$ cat src/rtl/sse_pkg.sv
// ----------------------------------------------------------------------------
// sse_pkg: shared constants and types of the subset sum enumerator
// Widths, codes and the beat structures passed between the top level and
// the enumeration engine.
// ----------------------------------------------------------------------------
package sse_pkg;

  // Storage depth of the value list and of the position list
  localparam int MAX_LEN = 16;

  // Field widths fixed by the item format
  localparam int KIND_W    = 2;
  localparam int LIDX_W    = 5;
  localparam int VAL_W     = 16;
  localparam int SUM_W     = 20;
  localparam int MASK_W    = 16;
  localparam int REG_W     = 5;
  localparam int CFG_IDX_W = 1;

  // Position numbers wrap modulo 64
  localparam int POS_W = 6;

  // Derived widths
  localparam int IDX_W = $clog2(MAX_LEN);
  localparam int CNT_W = $clog2(MAX_LEN + 1);
  localparam int ACC_W = VAL_W + $clog2(MAX_LEN) + 1;

  // Saturation limits of the reported sum
  localparam int SUM_MAX = 524287;
  localparam int SUM_MIN = -524288;

  // Input item kinds
  localparam logic [KIND_W-1:0] KIND_LOAD  = 2'd0;
  localparam logic [KIND_W-1:0] KIND_START = 2'd1;
  localparam logic [KIND_W-1:0] KIND_NEXT  = 2'd2;

  // Configuration register indexes
  localparam logic [CFG_IDX_W-1:0] CFG_SUBSET_SIZE = 1'd0;
  localparam logic [CFG_IDX_W-1:0] CFG_LIST_LENGTH = 1'd1;

  // Request beat towards the engine
  typedef struct packed {
    logic [KIND_W-1:0]       kind;
    logic [LIDX_W-1:0]       load_index;
    logic signed [VAL_W-1:0] load_value;
  } sse_req_t;

  // Current configuration
  typedef struct packed {
    logic [REG_W-1:0] subset_size;
    logic [REG_W-1:0] list_length;
  } sse_cfg_t;

  // Result beat from the engine
  typedef struct packed {
    logic                    valid_res;
    logic signed [SUM_W-1:0] subset_sum;
    logic [MASK_W-1:0]       member_mask;
    logic                    sign_negative;
    logic                    is_final;
  } sse_res_t;

endpackage

$ cat src/rtl/sse_in_if.sv
// ----------------------------------------------------------------------------
// sse_in_if: input item channel
// Valid/ready channel carrying one load, start or next item per beat.
// ----------------------------------------------------------------------------
interface sse_in_if;
  logic                                valid;
  logic                                ready;
  logic [sse_pkg::KIND_W-1:0]          kind;
  logic [sse_pkg::LIDX_W-1:0]          load_index;
  logic signed [sse_pkg::VAL_W-1:0]    load_value;

  modport source (output valid, output kind, output load_index, output load_value,
                  input ready);
  modport sink   (input valid, input kind, input load_index, input load_value,
                  output ready);
endinterface

$ cat src/rtl/sse_out_if.sv
// ----------------------------------------------------------------------------
// sse_out_if: result channel
// Valid/ready channel carrying one subset report per beat.
// ----------------------------------------------------------------------------
interface sse_out_if;
  logic                                valid;
  logic                                ready;
  logic                                valid_res;
  logic signed [sse_pkg::SUM_W-1:0]    subset_sum;
  logic [sse_pkg::MASK_W-1:0]          member_mask;
  logic                                sign_negative;
  logic                                is_final;

  modport source (output valid, output valid_res, output subset_sum,
                  output member_mask, output sign_negative, output is_final,
                  input ready);
  modport sink   (input valid, input valid_res, input subset_sum,
                  input member_mask, input sign_negative, input is_final,
                  output ready);
endinterface

$ cat src/rtl/sse_cfg_if.sv
// ----------------------------------------------------------------------------
// sse_cfg_if: configuration write channel
// Valid/ready channel carrying a register index and write data per beat.
// ----------------------------------------------------------------------------
interface sse_cfg_if;
  logic                                valid;
  logic                                ready;
  logic [sse_pkg::CFG_IDX_W-1:0]       index;
  logic [sse_pkg::REG_W-1:0]           data;

  modport source (output valid, output index, output data, input ready);
  modport sink   (input valid, input index, input data, output ready);
endinterface

$ cat src/rtl/sse_engine.sv
// ----------------------------------------------------------------------------
// sse_engine: value store, position list and enumeration sequencer
// Sums the current subset one position per cycle through a single
// accumulator, then steps the position list to the next subset, refilling
// the tail one position per cycle.
// ----------------------------------------------------------------------------
module sse_engine (
  input  logic              clk_i,
  input  logic              rst_ni,
  input  logic              req_valid_i,
  output logic              req_ready_o,
  input  sse_pkg::sse_req_t req_i,
  input  sse_pkg::sse_cfg_t cfg_i,
  output logic              res_valid_o,
  input  logic              res_take_i,
  output sse_pkg::sse_res_t res_o
);

  localparam int POS_W = sse_pkg::POS_W;
  localparam int IDX_W = sse_pkg::IDX_W;
  localparam int CNT_W = sse_pkg::CNT_W;
  localparam int ACC_W = sse_pkg::ACC_W;

  localparam logic signed [ACC_W-1:0] SAT_HI = ACC_W'(sse_pkg::SUM_MAX);
  localparam logic signed [ACC_W-1:0] SAT_LO = ACC_W'(sse_pkg::SUM_MIN);

  // Sequencer states
  localparam logic [2:0] ST_IDLE = 3'd0;
  localparam logic [2:0] ST_SUM  = 3'd1;
  localparam logic [2:0] ST_ADV  = 3'd2;
  localparam logic [2:0] ST_FILL = 3'd3;
  localparam logic [2:0] ST_HOLD = 3'd4;

  logic [2:0]                      state_q, state_d;
  logic [POS_W-1:0]                pos_q [sse_pkg::MAX_LEN];
  logic signed [sse_pkg::VAL_W-1:0] store_q [sse_pkg::MAX_LEN];
  logic [CNT_W-1:0]                active_q, active_d;
  logic                            sign_q, sign_d;
  logic                            exhausted_q, exhausted_d;
  logic [CNT_W-1:0]                cnt_q, cnt_d;
  logic [POS_W-1:0]                fill_q, fill_d;
  logic signed [ACC_W-1:0]         acc_q, acc_d;
  logic [sse_pkg::MASK_W-1:0]      mask_q, mask_d;
  logic                            res_ok_q, res_ok_d;
  logic                            res_sign_q, res_sign_d;
  logic                            res_final_q, res_final_d;

  logic                            accept;
  logic                            store_we;
  logic                            start_en;
  logic                            pos_we;
  logic [IDX_W-1:0]                pos_wr_idx;
  logic [POS_W-1:0]                pos_wr_val;
  logic [POS_W-1:0]                n_len, p_len, p_start, aa, cnt_ext;
  logic [POS_W-1:0]                limit, tail;
  logic [IDX_W-1:0]                rd_idx;
  logic [POS_W-1:0]                rd_pos, inc_pos;
  logic                            pos_in_range;
  logic signed [sse_pkg::VAL_W-1:0] rd_val;
  logic signed [sse_pkg::SUM_W-1:0] sum_sat;

  assign accept      = req_valid_i && req_ready_o;
  assign req_ready_o = (state_q == ST_IDLE);
  assign res_valid_o = (state_q == ST_HOLD);

  // Clamp the configuration to the storage depth
  assign n_len   = (cfg_i.list_length > sse_pkg::MAX_LEN) ?
                   POS_W'(sse_pkg::MAX_LEN) : POS_W'(cfg_i.list_length);
  assign p_len   = POS_W'(cfg_i.subset_size);
  assign p_start = (cfg_i.subset_size > sse_pkg::MAX_LEN) ?
                   POS_W'(sse_pkg::MAX_LEN) : p_len;
  assign aa      = POS_W'(active_q);
  assign cnt_ext = POS_W'(cnt_q);
  assign limit   = n_len - p_len + aa;
  assign tail    = p_len - aa;

  // Single read port on the position list, then on the value store
  assign rd_idx       = (state_q == ST_ADV) ? IDX_W'(aa - 1'b1) : cnt_q[IDX_W-1:0];
  assign rd_pos       = pos_q[rd_idx];
  assign inc_pos      = rd_pos + 1'b1;
  assign pos_in_range = (rd_pos != '0) && (rd_pos <= n_len);
  assign rd_val       = store_q[IDX_W'(rd_pos - 1'b1)];

  assign store_we = accept && (req_i.kind == sse_pkg::KIND_LOAD) &&
                    (req_i.load_index != '0) && (req_i.load_index <= sse_pkg::MAX_LEN);

  // Sequencer
  always_comb begin
    state_d     = state_q;
    active_d    = active_q;
    sign_d      = sign_q;
    exhausted_d = exhausted_q;
    cnt_d       = cnt_q;
    fill_d      = fill_q;
    acc_d       = acc_q;
    mask_d      = mask_q;
    res_ok_d    = res_ok_q;
    res_sign_d  = res_sign_q;
    res_final_d = res_final_q;
    start_en    = 1'b0;
    pos_we      = 1'b0;
    pos_wr_idx  = rd_idx;
    pos_wr_val  = inc_pos;
    case (state_q)
      ST_IDLE: begin
        if (accept) begin
          case (req_i.kind)
            sse_pkg::KIND_START: begin
              start_en    = 1'b1;
              sign_d      = 1'b0;
              exhausted_d = 1'b0;
              active_d    = (p_start == n_len) ? '0 : CNT_W'(p_start);
            end
            sse_pkg::KIND_NEXT: begin
              cnt_d       = '0;
              acc_d       = '0;
              mask_d      = '0;
              if (exhausted_q || (p_len > n_len)) begin
                res_ok_d    = 1'b0;
                res_sign_d  = 1'b0;
                res_final_d = 1'b0;
                state_d     = ST_HOLD;
              end else begin
                res_ok_d    = 1'b1;
                res_sign_d  = sign_q;
                res_final_d = (active_q == '0);
                state_d     = (p_len == '0) ? ST_ADV : ST_SUM;
              end
            end
            default: begin
            end
          endcase
        end
      end
      ST_SUM: begin
        // Add one member per cycle
        if (pos_in_range) begin
          acc_d  = acc_q + ACC_W'(rd_val);
          mask_d = mask_q | (sse_pkg::MASK_W'(1) << (rd_pos - 1'b1));
        end
        cnt_d = cnt_q + 1'b1;
        if (cnt_ext + 1'b1 == p_len) begin
          state_d = ST_ADV;
        end
      end
      ST_ADV: begin
        // Bump the active position and decide whether the tail is rebuilt
        if ((aa == '0) || (aa > p_len)) begin
          exhausted_d = 1'b1;
          state_d     = ST_HOLD;
        end else begin
          pos_we = 1'b1;
          if (inc_pos == limit) begin
            active_d = active_q - 1'b1;
            sign_d   = ~sign_q;
            state_d  = ST_HOLD;
          end else begin
            sign_d   = sign_q ^ (~tail[0] | (n_len[0] ^ inc_pos[0]));
            active_d = CNT_W'(p_len);
            fill_d   = inc_pos;
            cnt_d    = active_q;
            state_d  = (tail == '0) ? ST_HOLD : ST_FILL;
          end
        end
      end
      ST_FILL: begin
        // Rebuild the tail one position per cycle
        pos_we     = 1'b1;
        pos_wr_idx = cnt_q[IDX_W-1:0];
        pos_wr_val = fill_q + 1'b1;
        fill_d     = fill_q + 1'b1;
        cnt_d      = cnt_q + 1'b1;
        if (cnt_ext + 1'b1 == p_len) begin
          state_d = ST_HOLD;
        end
      end
      ST_HOLD: begin
        if (res_take_i) begin
          state_d = ST_IDLE;
        end
      end
      default: begin
        state_d = ST_IDLE;
      end
    endcase
  end

  // Control registers
  always_ff @(posedge clk_i or negedge rst_ni) begin
    if (!rst_ni) begin
      state_q     <= ST_IDLE;
      active_q    <= '0;
      sign_q      <= 1'b0;
      exhausted_q <= 1'b1;
    end else begin
      state_q     <= state_d;
      active_q    <= active_d;
      sign_q      <= sign_d;
      exhausted_q <= exhausted_d;
    end
  end

  // Working registers
  always_ff @(posedge clk_i) begin
    cnt_q       <= cnt_d;
    fill_q      <= fill_d;
    acc_q       <= acc_d;
    mask_q      <= mask_d;
    res_ok_q    <= res_ok_d;
    res_sign_q  <= res_sign_d;
    res_final_q <= res_final_d;
  end

  // Position list: parallel preset on start, single write otherwise
  always_ff @(posedge clk_i or negedge rst_ni) begin
    if (!rst_ni) begin
      for (int i = 0; i < sse_pkg::MAX_LEN; i++) begin
        pos_q[i] <= '0;
      end
    end else begin
      for (int i = 0; i < sse_pkg::MAX_LEN; i++) begin
        if (start_en && (POS_W'(i) < p_start)) begin
          pos_q[i] <= POS_W'(i + 1);
        end else if (pos_we && (pos_wr_idx == IDX_W'(i))) begin
          pos_q[i] <= pos_wr_val;
        end
      end
    end
  end

  // Value store
  always_ff @(posedge clk_i) begin
    if (store_we) begin
      store_q[IDX_W'(req_i.load_index - 1'b1)] <= req_i.load_value;
    end
  end

  // Saturate the accumulated sum to the reported width
  always_comb begin
    if (acc_q > SAT_HI) begin
      sum_sat = sse_pkg::SUM_W'(SAT_HI);
    end else if (acc_q < SAT_LO) begin
      sum_sat = sse_pkg::SUM_W'(SAT_LO);
    end else begin
      sum_sat = sse_pkg::SUM_W'(acc_q);
    end
  end

  assign res_o.valid_res     = res_ok_q;
  assign res_o.subset_sum    = sum_sat;
  assign res_o.member_mask   = mask_q;
  assign res_o.sign_negative = res_sign_q;
  assign res_o.is_final      = res_final_q;

  // Summation never runs past the subset size
  a_sum_bound: assert property (@(posedge clk_i) disable iff (!rst_ni)
    (state_q == ST_SUM) |-> (cnt_ext < p_len))
    else $error("summation index past subset size");

  // A start always re-arms the enumeration
  a_start_arms: assert property (@(posedge clk_i) disable iff (!rst_ni)
    (accept && (req_i.kind == sse_pkg::KIND_START)) |=> !exhausted_q)
    else $error("start did not clear exhausted flag");

  // An empty report carries zero fields
  a_empty_zero: assert property (@(posedge clk_i) disable iff (!rst_ni)
    (res_valid_o && !res_o.valid_res) |->
      ((res_o.subset_sum == '0) && (res_o.member_mask == '0) &&
       !res_o.sign_negative && !res_o.is_final))
    else $error("empty report with non-zero fields");

  // Active index stays within the position list
  a_active_bound: assert property (@(posedge clk_i) disable iff (!rst_ni)
    aa <= POS_W'(sse_pkg::MAX_LEN))
    else $error("active index beyond list depth");

  // A held result waits until it is taken
  a_hold_stays: assert property (@(posedge clk_i) disable iff (!rst_ni)
    (res_valid_o && !res_take_i) |=> res_valid_o)
    else $error("held result dropped");

endmodule

$ cat src/rtl/subset_sum_enumerator.sv
// ----------------------------------------------------------------------------
// subset_sum_enumerator: lexicographic p-subset generator with subset sums
// Stores up to sixteen signed values and walks the p-subsets of the first
// n positions in lexicographic order, reporting sum, mask, sign and end flag.
//
//   channel  dir  beat contents
//   in_i     in   kind, load_index, load_value
//   out_o    out  valid_res, subset_sum, member_mask, sign_negative, is_final
//   cfg_i    in   index (0 subset_size, 1 list_length), data
//
// Load and start items are taken while idle and may follow every cycle.
// A next item is taken, its p positions are summed through the one
// accumulator, the active position is stepped and the p - a tail positions
// are refilled when the tail is rebuilt (a the active index, at least 1 when
// a refill happens), then the report is handed over.
// Input stays not ready while a next item is in work; a finished report
// sits in the output register while the next item is taken.
// Reset clears positions, flags and the output valid flag; no clearing pass.
// ----------------------------------------------------------------------------
module subset_sum_enumerator (
  input  logic      clk_i,
  input  logic      rst_ni,
  sse_in_if.sink    in_i,
  sse_out_if.source out_o,
  sse_cfg_if.sink   cfg_i
);

  logic [sse_pkg::REG_W-1:0] subset_size_q;
  logic [sse_pkg::REG_W-1:0] list_length_q;
  logic                      out_valid_q;
  sse_pkg::sse_res_t         out_res_q;

  sse_pkg::sse_req_t         req;
  sse_pkg::sse_cfg_t         cfg;
  sse_pkg::sse_res_t         res;
  logic                      res_valid;
  logic                      res_take;
  logic                      req_ready;

  assign req.kind       = in_i.kind;
  assign req.load_index = in_i.load_index;
  assign req.load_value = in_i.load_value;
  assign in_i.ready     = req_ready;

  assign cfg.subset_size = subset_size_q;
  assign cfg.list_length = list_length_q;

  sse_engine u_engine (
    .clk_i       (clk_i),
    .rst_ni      (rst_ni),
    .req_valid_i (in_i.valid),
    .req_ready_o (req_ready),
    .req_i       (req),
    .cfg_i       (cfg),
    .res_valid_o (res_valid),
    .res_take_i  (res_take),
    .res_o       (res)
  );

  // Configuration writes are always taken
  assign cfg_i.ready = 1'b1;

  always_ff @(posedge clk_i or negedge rst_ni) begin
    if (!rst_ni) begin
      subset_size_q <= sse_pkg::REG_W'(1);
      list_length_q <= sse_pkg::REG_W'(1);
    end else if (cfg_i.valid) begin
      case (cfg_i.index)
        sse_pkg::CFG_SUBSET_SIZE: subset_size_q <= cfg_i.data;
        sse_pkg::CFG_LIST_LENGTH: list_length_q <= cfg_i.data;
        default: begin
        end
      endcase
    end
  end

  // Move a finished report into the output register once it is free
  assign res_take = res_valid && (!out_valid_q || out_o.ready);

  always_ff @(posedge clk_i or negedge rst_ni) begin
    if (!rst_ni) begin
      out_valid_q <= 1'b0;
    end else if (res_take) begin
      out_valid_q <= 1'b1;
    end else if (out_o.ready) begin
      out_valid_q <= 1'b0;
    end
  end

  always_ff @(posedge clk_i) begin
    if (res_take) begin
      out_res_q <= res;
    end
  end

  assign out_o.valid         = out_valid_q;
  assign out_o.valid_res     = out_res_q.valid_res;
  assign out_o.subset_sum    = out_res_q.subset_sum;
  assign out_o.member_mask   = out_res_q.member_mask;
  assign out_o.sign_negative = out_res_q.sign_negative;
  assign out_o.is_final      = out_res_q.is_final;

endmodule

$ cat src/flat_wrapper.sv
// flat-port wrapper written by rule: the top's interface ports become plain ports
module subset_sum_enumerator_flat 
  (clk_i, rst_ni, in_i_valid, in_i_kind, in_i_load_index, in_i_load_value, in_i_ready, out_o_valid, out_o_valid_res, out_o_subset_sum, out_o_member_mask, out_o_sign_negative, out_o_is_final, out_o_ready, cfg_i_valid, cfg_i_index, cfg_i_data, cfg_i_ready);
  sse_in_if in_i_i ();
  sse_out_if out_o_i ();
  sse_cfg_if cfg_i_i ();
  input  logic clk_i;
  input  logic rst_ni;
  input wire logic [$bits(in_i_i.valid)-1:0] in_i_valid;
  input wire logic [$bits(in_i_i.kind)-1:0] in_i_kind;
  input wire logic [$bits(in_i_i.load_index)-1:0] in_i_load_index;
  input wire logic [$bits(in_i_i.load_value)-1:0] in_i_load_value;
  output wire logic [$bits(in_i_i.ready)-1:0] in_i_ready;
  output wire logic [$bits(out_o_i.valid)-1:0] out_o_valid;
  output wire logic [$bits(out_o_i.valid_res)-1:0] out_o_valid_res;
  output wire logic [$bits(out_o_i.subset_sum)-1:0] out_o_subset_sum;
  output wire logic [$bits(out_o_i.member_mask)-1:0] out_o_member_mask;
  output wire logic [$bits(out_o_i.sign_negative)-1:0] out_o_sign_negative;
  output wire logic [$bits(out_o_i.is_final)-1:0] out_o_is_final;
  input wire logic [$bits(out_o_i.ready)-1:0] out_o_ready;
  input wire logic [$bits(cfg_i_i.valid)-1:0] cfg_i_valid;
  input wire logic [$bits(cfg_i_i.index)-1:0] cfg_i_index;
  input wire logic [$bits(cfg_i_i.data)-1:0] cfg_i_data;
  output wire logic [$bits(cfg_i_i.ready)-1:0] cfg_i_ready;
  assign in_i_i.valid = in_i_valid;
  assign in_i_i.kind = in_i_kind;
  assign in_i_i.load_index = in_i_load_index;
  assign in_i_i.load_value = in_i_load_value;
  assign in_i_ready = in_i_i.ready;
  assign out_o_valid = out_o_i.valid;
  assign out_o_valid_res = out_o_i.valid_res;
  assign out_o_subset_sum = out_o_i.subset_sum;
  assign out_o_member_mask = out_o_i.member_mask;
  assign out_o_sign_negative = out_o_i.sign_negative;
  assign out_o_is_final = out_o_i.is_final;
  assign out_o_i.ready = out_o_ready;
  assign cfg_i_i.valid = cfg_i_valid;
  assign cfg_i_i.index = cfg_i_index;
  assign cfg_i_i.data = cfg_i_data;
  assign cfg_i_ready = cfg_i_i.ready;
  subset_sum_enumerator u_core (.clk_i(clk_i), .rst_ni(rst_ni), .in_i(in_i_i), .out_o(out_o_i), .cfg_i(cfg_i_i));
endmodule
$ cat config.mk
export PLATFORM = sky130hd
export DESIGN_NAME = subset_sum_enumerator_flat
export DESIGN_NICKNAME = d
export VERILOG_FILES = /design/src/rtl/sse_pkg.sv /design/src/rtl/sse_in_if.sv /design/src/rtl/sse_out_if.sv /design/src/rtl/sse_cfg_if.sv /design/src/rtl/sse_engine.sv /design/src/rtl/subset_sum_enumerator.sv /design/src/flat_wrapper.sv
export SDC_FILE = /design/constraint.sdc
export NUM_CORES = 1
export LEC_CHECK = 0
export BUFFER_PORTS_ARGS = -buffer_cell sky130_fd_sc_hd__clkbuf_2
export CAP_MARGIN = 20
export CORE_MARGIN = 2
export CORE_UTILIZATION = 62
export DETAILED_ROUTE_END_ITERATION = 10
export PLACE_DENSITY_LB_ADDON = 0.25
export SLEW_MARGIN = 5
export SYNTH_ARGS = -nofsm -noshare
export SYNTH_HDL_FRONTEND = slang
export SYNTH_SLANG_ARGS = --single-unit
$ cat constraint.sdc
create_clock -name clk_i -period 8.8 [get_ports clk_i]
set_clock_uncertainty 0.15 [all_clocks]
set_input_delay 1.32 -clock clk_i [delete_from_list [all_inputs] [get_ports clk_i]]
set_output_delay 1.32 -clock clk_i [all_outputs]
set_load 0.02 [all_outputs]
==> results.json <==
{
  "critPathKind": "reg2reg",
  "muxShareOfSynthArea": 0.1132,
  "hold_buffers": 0,
  "worstPathArrival_ns": 8.30,
  "wl_per_cell_um": 22.85,
  "ys_ff_latch": 463,
  "ys_seq_area_frac": 0.6032,
  "coreArea_um2": 35310,
  "required_ns": 9.11,
  "synth_flop_cell": "edfxtp_1",
  "setup.worst_path.start": "u_core.u_engine.state_q[2]$_DFFE_PN0P_",
  "diodes": 0,
  "finalNetCount": 1944,
  "hold_path.class": "reg2reg",
  "yosys.area_share.adder": 0.03150,
  "cts_sinks": 463,
  "cts_tree": "built",
  "finalSetupViolations": 0,
  "cts_setup_buffers": 0,
  "drt-total-wl_um": 53790,
  "finalHoldViolations": 0,
  "min_from": "u_core.u_engine.res_sign_q$_SDFFCE_PN0P_",
  "start_util": 0.6255,
  "ios": 76,
  "design_area_um2": 24550,
  "yosys.area.top_type": "edfxtp_1",
  "antenna_found_initial": 0,
  "place_hpwl_um": 35540,
  "drt_iter0_drc": 1639,
  "grt_max_degree": 69,
  "cts_max_level": 2,
  "gr-usage-all-layers": 0.2948,
  "synth_compound_area_frac": 0.1045,
  "finalSetupTns_ns": 0,
  "yosys.area_share.simple": 0.09677,
  "dpl_cell_area_um2": 23050,
  "worst_skew_pair.late_latency_ns": 0.59,
  "synthArstFlopShare": 0.2527,
  "syn-num-nets": 1871,
  "start_kind": "flip-flop",
  "port_buffers": 74,
  "firstDrtPassIters": 5,
  "routabilityCongestion": 0.9511,
  "drive_gt1_frac": 0.1606,
  "grt_setup_unrepaired": "no",
  "yosys-top-cells-area": "edfxtp_1 (47%), dfrtp_1 (13%), mux2i_1 (6.3%)",
  "finalMaxSlewViolations": 0,
  "layout_common_cells": "edfxtp_1 (346), o21ai_0 (186), nand2_1 (159)",
  "synth-edff-count": 346,
  "drc": 0,
  "status": "finished clean",
  "synth.distinct_cells": 84,
  "drv_cap": 0,
  "synthToLayoutAreaGrowth_pct": 11.18,
  "placementRows": 69,
  "finalCriticalPeriod_ns": 7.989,
  "relSlewSlack": 0.2445,
  "routed-via-count": 14989,
  "layout_commonest_cell": "edfxtp_1",
  "synth_top_family_by_area": "multiplexers",
  "path_clk_slew_ns": 0.06,
  "overflow": 0,
  "cts_resized": 0,
  "fp.dieW_um": 192.7,
  "numCtsBuffers": 47,
  "worstHoldPathCells": 0,
  "path_max_fanout": 65,
  "synthesis.area_um2": 22080,
  "ff2ff_path_depth": 25,
  "max_freq_mhz": 125.2,
  "finalCritPeriodShare": 0.9079,
  "fp.dieH_um": 192.7,
  "syn-instance-count": 1785,
  "yosys_warnings": 0,
  "rr_startpoint": "u_core.u_engine.state_q[2]$_DFFE_PN0P_",
  "dieArea_um2": 37150,
  "synth_top_area_frac": 0.4705,
  "synth_xor_area_frac": 0.02130,
  "ant_nets": 0,
  "cts_buffer_depth": 3,
  "via_per_inst": 6.367,
  "grt_pass1_wl_um": 81920,
  "end_kind": "flip-flop",
  "first_global_vias": 14467,
  "cts-root-buf": "clkbuf_16",
  "avgSynthCellArea_um2": 12.37,
  "tightest_slew_ns": 1.111
}
per-layer routing:
metal / global-route usage / up-vias / part of all wire
met3: 0.07365 / 138 / 0.094
li1: - / 6732 / -
met4: 0.1122 / 0 / 0.038
met2: 0.4527 / 719 / 0.46
met1: 0.4080 / 7400 / 0.41
met5: 0 / - / 0
state kept, by name, summed over array words and instances (netlist names), 6 cells and up:
signal,count
u_core.out_o.subset_sum,20
u_core.u_engine.fill_q,6
u_core.u_engine.pos_q,96
u_core.out_o.member_mask,16
u_core.u_engine.acc_q,21
u_core.u_engine.mask_q,16
u_core.u_engine.store_q,256
area by class of cell:
cell class / count / area [um^2]
sequential: 463 / 13320
inverter: 61 / 231.5
clock buffer: 67 / 1281
clock inverter: 17 / 192.7
fill: 2438 / 10760
multi-input combinational: 1167 / 8214
tap: 461 / 576.8
timing repair buffer: 118 / 735.7
final timing paths:
path,endpoint,slack (ns)
max in group asynchronous,u_core.u_engine.active_q[3]$_DFFE_PN0P_,6.58
min reg2reg,u_core.out_o.sign_negative$_DFFE_PP_,0.28
max reg2reg,u_core.u_engine.acc_q[20]$_SDFFCE_PN0P_,0.81
min,u_core.out_o.sign_negative$_DFFE_PP_,0.28
min in group asynchronous,u_core.u_engine.pos_q[8]$_DFFE_PN0P_,0.58
max,u_core.u_engine.acc_q[20]$_SDFFCE_PN0P_,0.81
worst max-delay path, stage by stage, from the launching register on:
cell and delay (ns):
dfrtp_1 0.58, nor3b_4 0.52, mux2i_4 0.73, mux4_2 0.35
mux2i_1 0.17, mux2i_4 0.32, buf_4 0.56, nor2_1 0.19
nor2_4 0.57, mux2i_1 0.25, o21ai_0 0.12, mux2i_1 0.20
mux2i_1 0.11, ha_1 0.22, fa_1 0.42, a21o_1 0.19
a21oi_1 0.24, o21bai_1 0.09, a21oi_1 0.26, o21ai_0 0.25
a21oi_1 0.27, a311oi_1 0.15, nor3_1 0.40, o21ai_0 0.15
mux2_1 0.31, nand2_1 0.07
kinds of logic (layout without fill, tap and decap cells):
kind of cell / after synthesis / count (layout)
compound gates: 378 / 378
xor+xnor: 49 / 49
fa+ha+maj: 52 / 52
buf+inv: 155 / 263
flops: 463 / 463
mux: 223 / 223
other cells: 1 / 1
simple gates: 464 / 464
Yosys cell counts (6+ instances only):
master,number
nor3_1,23
a22oi_1,7
fa_1,6
xor2_1,17
inv_1,58
a211oi_1,15
nand2_1,159
buf_2,12
edfxtp_1,346
or3_1,7
mux4_2,8
nor2b_1,13
nand2b_1,9
and2_1,8
a21o_1,16
o21a_1,7
o211ai_1,12
o21ai_0,186
xnor2_1,29
nand3_1,75
a31oi_1,15
a21oi_1,59
nor2_1,132
dfrtp_1,114
mux2i_1,138
ha_1,46
clkbuf_1,73
and3_1,12
mux2_2,71
a22o_1,14
per-stage QoR:
stage,utilization,std cells,setup WS (ns),hold slack (ns)
global route,0.6954,2354,0.2491,0.2968
global placement,0.6519,2266,1.347,0.2588
finish,0.6954,2354,0.8109,0.2804
detailed placement,0.6527,2268,1.001,0.2647
CTS,0.6944,2352,0.8976,0.2844
floorplan,-,1785,1.377,0.2503
Power is not shown: default switching activity piles up to over one toggle a cycle in this logic, so the estimate is an artifact.
